--- src/rtl/pgfb_pkg.sv ---
// ----------------------------------------------------------------------------
// pgfb_pkg - shared constants and types for the process grid balance core
// Default sizes, status codes and the sequencer state type.
// ----------------------------------------------------------------------------
package pgfb_pkg;

    localparam int MAX_AXES_DEF    = 8;
    localparam int MAX_FACTORS_DEF = 16;
    localparam int VALUE_BITS_DEF  = 16;
    localparam int PROC_BITS       = 16;
    localparam int STATUS_BITS     = 2;

    localparam logic [STATUS_BITS-1:0] ST_BALANCED  = 2'd0;
    localparam logic [STATUS_BITS-1:0] ST_UNCHANGED = 2'd1;
    localparam logic [STATUS_BITS-1:0] ST_NO_SPLIT  = 2'd2;

    typedef enum logic [3:0] {
        S_IDLE,
        S_LOAD,
        S_LOAD_WAIT,
        S_FCHK,
        S_EVEN,
        S_TRIAL,
        S_TRIAL_WAIT,
        S_FINAL,
        S_AP_NEXT,
        S_SCAN,
        S_AP_SEL,
        S_AP_WAIT,
        S_EMIT
    } state_t;

endpackage

--- src/rtl/process_grid_factor_balance_core.sv ---
// ----------------------------------------------------------------------------
// process_grid_factor_balance_core - spreads a process count over grid axes
// Collects axes, factors the leftover count and hands factors to long axes.
// ----------------------------------------------------------------------------
// Usage:
//   Input beats are taken when start is high and busy is low, one axis per
//   beat (axis_request, axis_length, last_axis). A non-last beat is stored
//   while room is left. The beat with last_axis set starts the computation;
//   busy stays high until all n results are out. proc_count is written through
//   cfg_we / cfg_wdata while the core is idle.
//   Results come out one per cycle on axis_parts/status/last_result, each
//   marked by a one-cycle result_valid pulse; the receiver cannot stall them.
// Sequence: one shared restoring divider serves every division.
//   The leftover pass divides proc_count by each axis's starting count;
//   factoring strips factors of two, then trial-divides by odd divisors;
//   placement divides an axis's remaining length by each factor; then the
//   n results are emitted. Trial division of a large leftover dominates.
// Reset: proc_count returns to 1 and any partly loaded set is dropped.
// ----------------------------------------------------------------------------
module process_grid_factor_balance_core
    import pgfb_pkg::*;
#(
    parameter int MAX_AXES    = MAX_AXES_DEF,
    parameter int MAX_FACTORS = MAX_FACTORS_DEF,
    parameter int VALUE_BITS  = VALUE_BITS_DEF
) (
    input  logic                         clk,
    input  logic                         rst_n,
    input  logic                         start,
    output logic                         busy,
    input  logic signed [VALUE_BITS:0]   axis_request,
    input  logic        [VALUE_BITS-1:0] axis_length,
    input  logic                         last_axis,
    input  logic                         cfg_we,
    input  logic        [PROC_BITS-1:0]  cfg_wdata,
    output logic                         result_valid,
    output logic signed [VALUE_BITS:0]   axis_parts,
    output logic        [STATUS_BITS-1:0] status,
    output logic                         last_result
);

    localparam int VB    = VALUE_BITS;
    localparam int CNT_W = $clog2(MAX_AXES + 1);
    localparam int IDX_W = (MAX_AXES > 1) ? $clog2(MAX_AXES) : 1;
    localparam int FC_W  = $clog2(MAX_FACTORS + 1);
    localparam int FI_W  = $clog2(MAX_FACTORS);
    localparam int DC_W  = $clog2(VB + 1);
    localparam int SQ_W  = VB + 2;

    state_t state_reg, state_next;

    logic [PROC_BITS-1:0] proc_count_reg;

    logic [VB:0]   req_store_reg   [MAX_AXES];
    logic [VB-1:0] len_store_reg   [MAX_AXES];
    logic [VB-1:0] parts_store_reg [MAX_AXES];
    logic [VB-1:0] rem_len_reg     [MAX_AXES];
    logic [VB-1:0] fac_store_reg   [MAX_FACTORS];

    logic [CNT_W-1:0] axis_count_reg, axis_count_next;
    logic             zero_seen_reg, zero_seen_next;
    logic [CNT_W-1:0] n_reg, n_next;
    logic [IDX_W-1:0] idx_reg, idx_next;
    logic [IDX_W-1:0] best_reg, best_next;
    logic             found_reg, found_next;
    logic [VB-1:0]    best_len_reg, best_len_next;
    logic [VB-1:0]    leftover_reg, leftover_next;
    logic [FC_W-1:0]  fac_count_reg, fac_count_next;
    logic [FC_W-1:0]  fac_idx_reg, fac_idx_next;
    logic [VB-1:0]    trial_reg, trial_next;
    logic [SQ_W-1:0]  sq_reg, sq_next;
    logic [STATUS_BITS-1:0] st_reg, st_next;

    // shared divider
    logic [VB-1:0]   div_quo_reg, div_quo_next;
    logic [VB-1:0]   div_rem_reg, div_rem_next;
    logic [VB-1:0]   div_den_reg, div_den_next;
    logic [DC_W-1:0] div_cnt_reg, div_cnt_next;

    logic                   result_valid_reg, result_valid_next;
    logic [VB:0]            axis_parts_reg, axis_parts_next;
    logic [STATUS_BITS-1:0] status_reg, status_next;
    logic                   last_result_reg, last_result_next;

    // array write ports
    logic             in_we;
    logic             parts_we, rem_we, fac_we;
    logic [VB-1:0]    parts_wdata, rem_wdata, fac_wdata;

    // common terms
    logic             accept, item_store, zero_hit, idx_last, div_done, fac_room;
    logic [VB:0]      req_rd;
    logic [VB-1:0]    len_rd, parts_rd, rem_rd, fac_rd, load_p;
    logic [VB:0]      div_sh, div_diff;
    logic [2*VB-1:0]  prod;

    assign accept     = start && (state_reg == S_IDLE);
    assign item_store = axis_count_reg < CNT_W'(MAX_AXES);
    assign zero_hit   = zero_seen_reg || (item_store && (axis_request == '0));
    assign idx_last   = (CNT_W'(idx_reg) + CNT_W'(1)) == n_reg;
    assign div_done   = (div_cnt_reg == '0);
    assign fac_room   = fac_count_reg < FC_W'(MAX_FACTORS);

    assign req_rd   = req_store_reg[idx_reg];
    assign len_rd   = len_store_reg[idx_reg];
    assign parts_rd = parts_store_reg[idx_reg];
    assign rem_rd   = rem_len_reg[idx_reg];
    assign fac_rd   = fac_store_reg[fac_idx_reg[FI_W-1:0]];
    // negative request counts as one process to start with
    assign load_p   = req_rd[VB] ? VB'(1) : req_rd[VB-1:0];

    assign div_sh   = {div_rem_reg, div_quo_reg[VB-1]};
    assign div_diff = div_sh - {1'b0, div_den_reg};
    assign prod     = (2*VB)'(parts_rd) * (2*VB)'(div_den_reg);

    assign busy         = (state_reg != S_IDLE);
    assign result_valid = result_valid_reg;
    assign axis_parts   = axis_parts_reg;
    assign status       = status_reg;
    assign last_result  = last_result_reg;

    // next state
    always_comb
    begin
        state_next = state_reg;
        case (state_reg)
            S_IDLE:
            begin
                if (accept && last_axis)
                    state_next = zero_hit ? S_EMIT : S_LOAD;
            end
            S_LOAD:
                state_next = S_LOAD_WAIT;
            S_LOAD_WAIT:
            begin
                if (div_done)
                    state_next = idx_last ? S_FCHK : S_LOAD;
            end
            S_FCHK:
            begin
                if (leftover_reg == '0)
                    state_next = S_EMIT;
                else if (leftover_reg == VB'(1))
                    state_next = S_AP_NEXT;
                else
                    state_next = S_EVEN;
            end
            S_EVEN:
            begin
                if (leftover_reg[0])
                    state_next = S_TRIAL;
            end
            S_TRIAL:
                state_next = (sq_reg > SQ_W'(leftover_reg)) ? S_FINAL : S_TRIAL_WAIT;
            S_TRIAL_WAIT:
            begin
                if (div_done)
                    state_next = S_TRIAL;
            end
            S_FINAL:
                state_next = S_AP_NEXT;
            S_AP_NEXT:
                state_next = (fac_idx_reg == '0) ? S_EMIT : S_SCAN;
            S_SCAN:
            begin
                if (idx_last)
                    state_next = S_AP_SEL;
            end
            S_AP_SEL:
                state_next = found_reg ? S_AP_WAIT : S_AP_NEXT;
            S_AP_WAIT:
            begin
                if (div_done)
                    state_next = (div_quo_reg == '0) ? S_EMIT : S_AP_NEXT;
            end
            S_EMIT:
            begin
                if (idx_last)
                    state_next = S_IDLE;
            end
            default:
                state_next = S_IDLE;
        endcase
    end

    // datapath and outputs
    always_comb
    begin
        axis_count_next   = axis_count_reg;
        zero_seen_next    = zero_seen_reg;
        n_next            = n_reg;
        idx_next          = idx_reg;
        best_next         = best_reg;
        found_next        = found_reg;
        best_len_next     = best_len_reg;
        leftover_next     = leftover_reg;
        fac_count_next    = fac_count_reg;
        fac_idx_next      = fac_idx_reg;
        trial_next        = trial_reg;
        sq_next           = sq_reg;
        st_next           = st_reg;
        result_valid_next = 1'b0;
        axis_parts_next   = axis_parts_reg;
        status_next       = status_reg;
        last_result_next  = last_result_reg;
        in_we             = 1'b0;
        parts_we          = 1'b0;
        parts_wdata       = load_p;
        rem_we            = 1'b0;
        rem_wdata         = len_rd;
        fac_we            = 1'b0;
        fac_wdata         = VB'(2);

        // one restoring step per cycle while a division runs
        div_quo_next = div_quo_reg;
        div_rem_next = div_rem_reg;
        div_den_next = div_den_reg;
        div_cnt_next = div_cnt_reg;
        if (!div_done)
        begin
            div_cnt_next = div_cnt_reg - DC_W'(1);
            if (!div_diff[VB])
            begin
                div_rem_next = div_diff[VB-1:0];
                div_quo_next = {div_quo_reg[VB-2:0], 1'b1};
            end
            else
            begin
                div_rem_next = div_sh[VB-1:0];
                div_quo_next = {div_quo_reg[VB-2:0], 1'b0};
            end
        end

        case (state_reg)
            S_IDLE:
            begin
                if (accept)
                begin
                    in_we = item_store;
                    if (item_store)
                        axis_count_next = axis_count_reg + CNT_W'(1);
                    zero_seen_next = zero_hit;
                    if (last_axis)
                    begin
                        n_next          = item_store ? axis_count_reg + CNT_W'(1)
                                                     : axis_count_reg;
                        axis_count_next = '0;
                        zero_seen_next  = 1'b0;
                        idx_next        = '0;
                        fac_count_next  = '0;
                        leftover_next   = VB'(proc_count_reg);
                        st_next         = zero_hit ? ST_UNCHANGED : ST_BALANCED;
                    end
                end
            end
            S_LOAD:
            begin
                parts_we     = 1'b1;
                rem_we       = 1'b1;
                div_quo_next = leftover_reg;
                div_rem_next = '0;
                div_den_next = load_p;
                div_cnt_next = DC_W'(VB);
            end
            S_LOAD_WAIT:
            begin
                if (div_done)
                begin
                    leftover_next = div_quo_reg;
                    idx_next      = idx_last ? '0 : idx_reg + IDX_W'(1);
                end
            end
            S_FCHK:
            begin
                fac_count_next = '0;
                if (leftover_reg == '0)
                begin
                    st_next  = ST_NO_SPLIT;
                    idx_next = '0;
                end
                else if (leftover_reg == VB'(1))
                begin
                    // unit leftover still goes through as a single factor of one
                    fac_we         = 1'b1;
                    fac_wdata      = VB'(1);
                    fac_count_next = FC_W'(1);
                    fac_idx_next   = FC_W'(1);
                end
            end
            S_EVEN:
            begin
                if (!leftover_reg[0])
                begin
                    fac_we        = fac_room;
                    fac_wdata     = VB'(2);
                    if (fac_room)
                        fac_count_next = fac_count_reg + FC_W'(1);
                    leftover_next = leftover_reg >> 1;
                end
                else
                begin
                    trial_next = VB'(3);
                    sq_next    = SQ_W'(9);
                end
            end
            S_TRIAL:
            begin
                if (sq_reg <= SQ_W'(leftover_reg))
                begin
                    div_quo_next = leftover_reg;
                    div_rem_next = '0;
                    div_den_next = trial_reg;
                    div_cnt_next = DC_W'(VB);
                end
            end
            S_TRIAL_WAIT:
            begin
                if (div_done)
                begin
                    if (div_rem_reg == '0)
                    begin
                        fac_we        = fac_room;
                        fac_wdata     = trial_reg;
                        if (fac_room)
                            fac_count_next = fac_count_reg + FC_W'(1);
                        leftover_next = div_quo_reg;
                    end
                    else
                    begin
                        // (d+2)^2 = d^2 + 4d + 4
                        trial_next = trial_reg + VB'(2);
                        sq_next    = sq_reg + {trial_reg, 2'b00} + SQ_W'(4);
                    end
                end
            end
            S_FINAL:
            begin
                if (leftover_reg > VB'(2))
                begin
                    fac_we    = fac_room;
                    fac_wdata = leftover_reg;
                    if (fac_room)
                    begin
                        fac_count_next = fac_count_reg + FC_W'(1);
                        fac_idx_next   = fac_count_reg + FC_W'(1);
                    end
                    else
                        fac_idx_next = fac_count_reg;
                end
                else
                    fac_idx_next = fac_count_reg;
            end
            S_AP_NEXT:
            begin
                idx_next      = '0;
                found_next    = 1'b0;
                best_len_next = '0;
                if (fac_idx_reg != '0)
                    fac_idx_next = fac_idx_reg - FC_W'(1);
            end
            S_SCAN:
            begin
                // later axis wins a tie
                if (req_rd[VB] && (best_len_reg <= rem_rd))
                begin
                    best_next     = idx_reg;
                    best_len_next = rem_rd;
                    found_next    = 1'b1;
                end
                if (!idx_last)
                    idx_next = idx_reg + IDX_W'(1);
            end
            S_AP_SEL:
            begin
                if (found_reg)
                begin
                    idx_next     = best_reg;
                    div_quo_next = best_len_reg;
                    div_rem_next = '0;
                    div_den_next = fac_rd;
                    div_cnt_next = DC_W'(VB);
                end
            end
            S_AP_WAIT:
            begin
                if (div_done)
                begin
                    if (div_quo_reg == '0)
                    begin
                        st_next  = ST_NO_SPLIT;
                        idx_next = '0;
                    end
                    else
                    begin
                        rem_we      = 1'b1;
                        rem_wdata   = div_quo_reg;
                        parts_we    = 1'b1;
                        parts_wdata = prod[VB-1:0];
                    end
                end
            end
            S_EMIT:
            begin
                result_valid_next = 1'b1;
                axis_parts_next   = (st_reg == ST_BALANCED) ? {1'b0, parts_rd} : req_rd;
                status_next       = st_reg;
                last_result_next  = idx_last;
                if (!idx_last)
                    idx_next = idx_reg + IDX_W'(1);
            end
            default:
            begin
                idx_next = '0;
            end
        endcase
    end

    always_ff @(posedge clk or negedge rst_n)
    begin
        if (!rst_n)
        begin
            state_reg        <= S_IDLE;
            proc_count_reg   <= PROC_BITS'(1);
            axis_count_reg   <= '0;
            zero_seen_reg    <= 1'b0;
            fac_count_reg    <= '0;
            fac_idx_reg      <= '0;
            div_cnt_reg      <= '0;
            result_valid_reg <= 1'b0;
        end
        else
        begin
            state_reg        <= state_next;
            if (cfg_we)
                proc_count_reg <= cfg_wdata;
            axis_count_reg   <= axis_count_next;
            zero_seen_reg    <= zero_seen_next;
            fac_count_reg    <= fac_count_next;
            fac_idx_reg      <= fac_idx_next;
            div_cnt_reg      <= div_cnt_next;
            result_valid_reg <= result_valid_next;
        end
    end

    // payload registers
    always_ff @(posedge clk)
    begin
        n_reg           <= n_next;
        idx_reg         <= idx_next;
        best_reg        <= best_next;
        found_reg       <= found_next;
        best_len_reg    <= best_len_next;
        leftover_reg    <= leftover_next;
        trial_reg       <= trial_next;
        sq_reg          <= sq_next;
        st_reg          <= st_next;
        div_quo_reg     <= div_quo_next;
        div_rem_reg     <= div_rem_next;
        div_den_reg     <= div_den_next;
        axis_parts_reg  <= axis_parts_next;
        status_reg      <= status_next;
        last_result_reg <= last_result_next;
    end

    // axis and factor stores
    always_ff @(posedge clk)
    begin
        if (in_we)
        begin
            req_store_reg[axis_count_reg[IDX_W-1:0]] <= axis_request;
            len_store_reg[axis_count_reg[IDX_W-1:0]] <= axis_length;
        end
        if (parts_we)
            parts_store_reg[idx_reg] <= parts_wdata;
        if (rem_we)
            rem_len_reg[idx_reg] <= rem_wdata;
        if (fac_we)
            fac_store_reg[fac_count_reg[FI_W-1:0]] <= fac_wdata;
    end

endmodule

--- config.mk ---
export PLATFORM = sky130hd
export DESIGN_NAME = process_grid_factor_balance_core
export DESIGN_NICKNAME = d
export VERILOG_FILES = /design/src/rtl/pgfb_pkg.sv /design/src/rtl/process_grid_factor_balance_core.sv
export SDC_FILE = /design/constraint.sdc
export NUM_CORES = 1
export LEC_CHECK = 0
export ABC_AREA = 0
export ABC_CLOCK_PERIOD_IN_PS = 8000
export BUFFER_PORTS_ARGS = -buffer_cell sky130_fd_sc_hd__buf_2
export CELL_PAD_IN_SITES_DETAIL_PLACEMENT = 0
export CELL_PAD_IN_SITES_GLOBAL_PLACEMENT = 1
export CORE_MARGIN = 2
export CORE_UTILIZATION = 34
export CTS_BUF_LIST = sky130_fd_sc_hd__clkbuf_8
export DETAILED_ROUTE_END_ITERATION = 12
export HOLD_SLACK_MARGIN = 0.1
export PLACE_DENSITY = 0.66
export SLEW_MARGIN = 20
export SYNTH_ARGS = -nofsm -noshare
export SYNTH_HDL_FRONTEND = slang
export SYNTH_SLANG_ARGS = --single-unit
--- constraint.sdc ---
create_clock -name clk -period 8 [get_ports clk]
set_input_delay 0.4 -clock clk [delete_from_list [all_inputs] [get_ports clk]]
set_output_delay 0.4 -clock clk [all_outputs]
set_load 0.01 [all_outputs]
==> results.yml <==
outcome:
  status: "completed"
logic_synthesis:
  avgSynthCellArea_um2: 15.6
  syn_area_um2: 44900
  yosysUniqueCellTypes: 77
  synth_edf_count: 887
  syn-num-nets: 3145
  yosysSeqAreaShare_pct: 63.1
  yosysWarnings: 0
  syn_inst: 2879
  synthFlopType: "edfxtp_1"
  async_reset_ff_share_pct: 4.26
  synth_seq_cells: 963
floorplanning:
  io_pins: 76
  die_w_um: 368
  die_h_um: 368
  die_area_um2: 135000
  initial_core_util_pct: 34.2
  rows: 133
  core_area_um2: 131000
clocking:
  cts_hold_buf: 69
  post_cts_resized: 0
  clk_path_buf_depth: 3
  cts-root-buf: "clkbuf_8"
  cts_num_sinks: 963
  h-tree-depth: 4
  post_cts_buffers: 0
  clk_pin_slew_ns: 0.06
  clock_latency_ns: 0.88
  cts_made_buffers: 164
  cts_tree: "done"
hold_path:
  hold_path_class: "input pin to async pin"
setup_path:
  critical_path.startpoint_type: "flip-flop"
  worstPathRequired_ns: 8.56
  path_cells: "mux4_2 > mux2_2 > and2_1 > fa_1 > inv_1 > fa_1 > inv_1 > ha_1 > ha_1 > inv_1 > fa_1 > fa_1 > inv_1 > ha_1 > nor2b_1 > o21a_1 > o31a_1 > nor2_1 > xor2_1 > o31ai_1"
  crit_path_end_kind: "flip-flop"
  cp_slowest_stage_delay_ns: 0.76
  reg2reg_to: "parts_store_reg[3][12]$_DFFE_PP_"
  r2r_cells: 20
  worstSetupPathType: "flip-flop to flip-flop"
  slowest_stage: "dfxtp_4"
  cp_data_arrival_time_ns: 7.77
  cp_max_fo: 35
  r2r_slack_ns: 0.78
cells_and_area:
  largest_reg_flops: 256
  mostFrequentLayoutCell: "edfxtp_1"
  post_route_cells_drive_above_1_share_pct: 20.1
  ff_latch_area_um2: 28400
  final_cell_mix: "edfxtp_1 (887), inv_1 (241), mux4_2 (206)"
  multi_input_area_um2: 15500
  fillCellCount: 12200
  nets: 3396
  area_growth_pct: 14.7
flow_run:
  maxCapViolCount: 0
detailed_routing:
  wirelength_mm: 118
  firstDrtPassIters: 9
  via_per_inst: 5.15
  ant_nets: 0
  drtIter0Drc: 2549
  wire_per_inst_um: 23.5
  vias: 25800
  drc_errors: 0
sta:
  fin_setup_tns_ns: 0
  period_needed_ns: 7.22
  worst_pin_slew_ns: 1.20
  max-slew-margin-rel_pct: 17.7
  finalHoldViolCount: 0
  final-setup-viol-count: 0
  max_freq_mhz: 139
  report.final.slew_viol_count: 0
  fin_crit_sh_pct: 90.2
  final.setup_skew_ns: 0.0473
  rsz0062_at_grt: "no"
global_route:
  grt_pass1_vias: 26700
  gr-total-overflow: 0
  grt_max_degree: 65
  track_usage_pct: 17.5
  antenna_found_initial: 12
  grt_pass1_wl_mm: 175
placed_design:
  place_congestion: 0.827
  post-dp-hpwl_mm: 75.4
  io_buffer_count: 75
layout make-up:
| cell class | instances | area share (%) |
|---|---|---|
| tap | 1755 | 4.26 |
| clock inverter | 121 | 1.42 |
| multi-input combinational | 1597 | 30.1 |
| inverter | 186 | 1.36 |
| timing repair buffer | 218 | 3.15 |
| antenna | 3 | 0.0146 |
| clock buffer | 173 | 4.62 |
| sequential | 963 | 55.1 |
cells in the mapped netlist, types with 34 or more instances:
master | count | share of area [%]
inv_1 | 184 | 1.5
o21ai_0 | 85 | 0.95
fa_1 | 82 | 3.7
nor2_1 | 217 | 1.8
dfrtp_1 | 40 | 2.2
mux4_2 | 206 | 10
mux2i_1 | 87 | 1.9
ha_1 | 130 | 3.6
dfxtp_1 | 35 | 1.6
and2_1 | 34 | 0.47
edfxtp_1 | 887 | 59
nand2_1 | 186 | 1.6
clkbuf_1 | 97 | 0.81
nor3_1 | 39 | 0.43
xnor2_1 | 62 | 1.2
a21oi_1 | 66 | 0.74
worst max path at each step:
stage,to,slack [ns],depth (start not counted)
floorplan,parts_store_reg[0][15]$_DFFE_PP_,1.53,25
global placement,parts_store_reg[6][12]$_DFFE_PP_,0.92,20
finish,parts_store_reg[3][12]$_DFFE_PP_,0.78,20
detailed placement,parts_store_reg[6][12]$_DFFE_PP_,0.82,20
CTS,parts_store_reg[2][12]$_DFFE_PP_,0.75,20
global route,parts_store_reg[1][12]$_DFFE_PP_,0.41,20
cell families after synthesis:
logic type      count (synthesis)  synth area share [%]
flops                         963                  63.1
simple gates                  623                  6.29
compound gates                343                  5.25
mux                           332                  13.5
buf+inv                       319                  2.79
fa+ha+maj                     212                  7.27
xor+xnor                       87                  1.75
metrics by stage:
stage / area (um2) / setup slack [ns] / utilization [%] / hold WS, ns / cells
after floorplan: 44900 / 1.53 / - / 0.104 / 2879
after global placement: 47700 / 0.925 / 36.3 / 0.424 / 4650
after detailed placement: 47700 / 0.819 / 36.3 / 0.441 / 4650
after CTS: 51500 / 0.752 / 39.2 / 0.105 / 5013
after global routing: 51500 / 0.407 / 39.2 / 0.182 / 5015
final: 51500 / 0.784 / 39.2 / 0.159 / 5016
per-layer routing:
layer / global-route usage, % / vias to the layer above / wire (um)
met1: 24.4 / 13300 / 51800
met2: 27.3 / 849 / 54600
met3: 4.24 / 153 / 8840
li1: - / 11500 / -
met5: 0 / - / 24
met4: 4.85 / 4 / 2450
critical path: cells and delay by family, from the launching register on:
family | cells | cell delay, ns
adders and majority gates | 7 | 3.00
AOI/OAI and AO/OA | 3 | 1.23
muxes | 2 | 0.99
DFF | 1 | 0.76
and+or+nand+nor | 3 | 0.51
buffers and inverters | 4 | 0.19
xor gates and xnor gates | 1 | 0.18
Power is left out: the tool's default activity adds up to more than one toggle a clock period on the data nets, which glitch-free logic cannot reach.
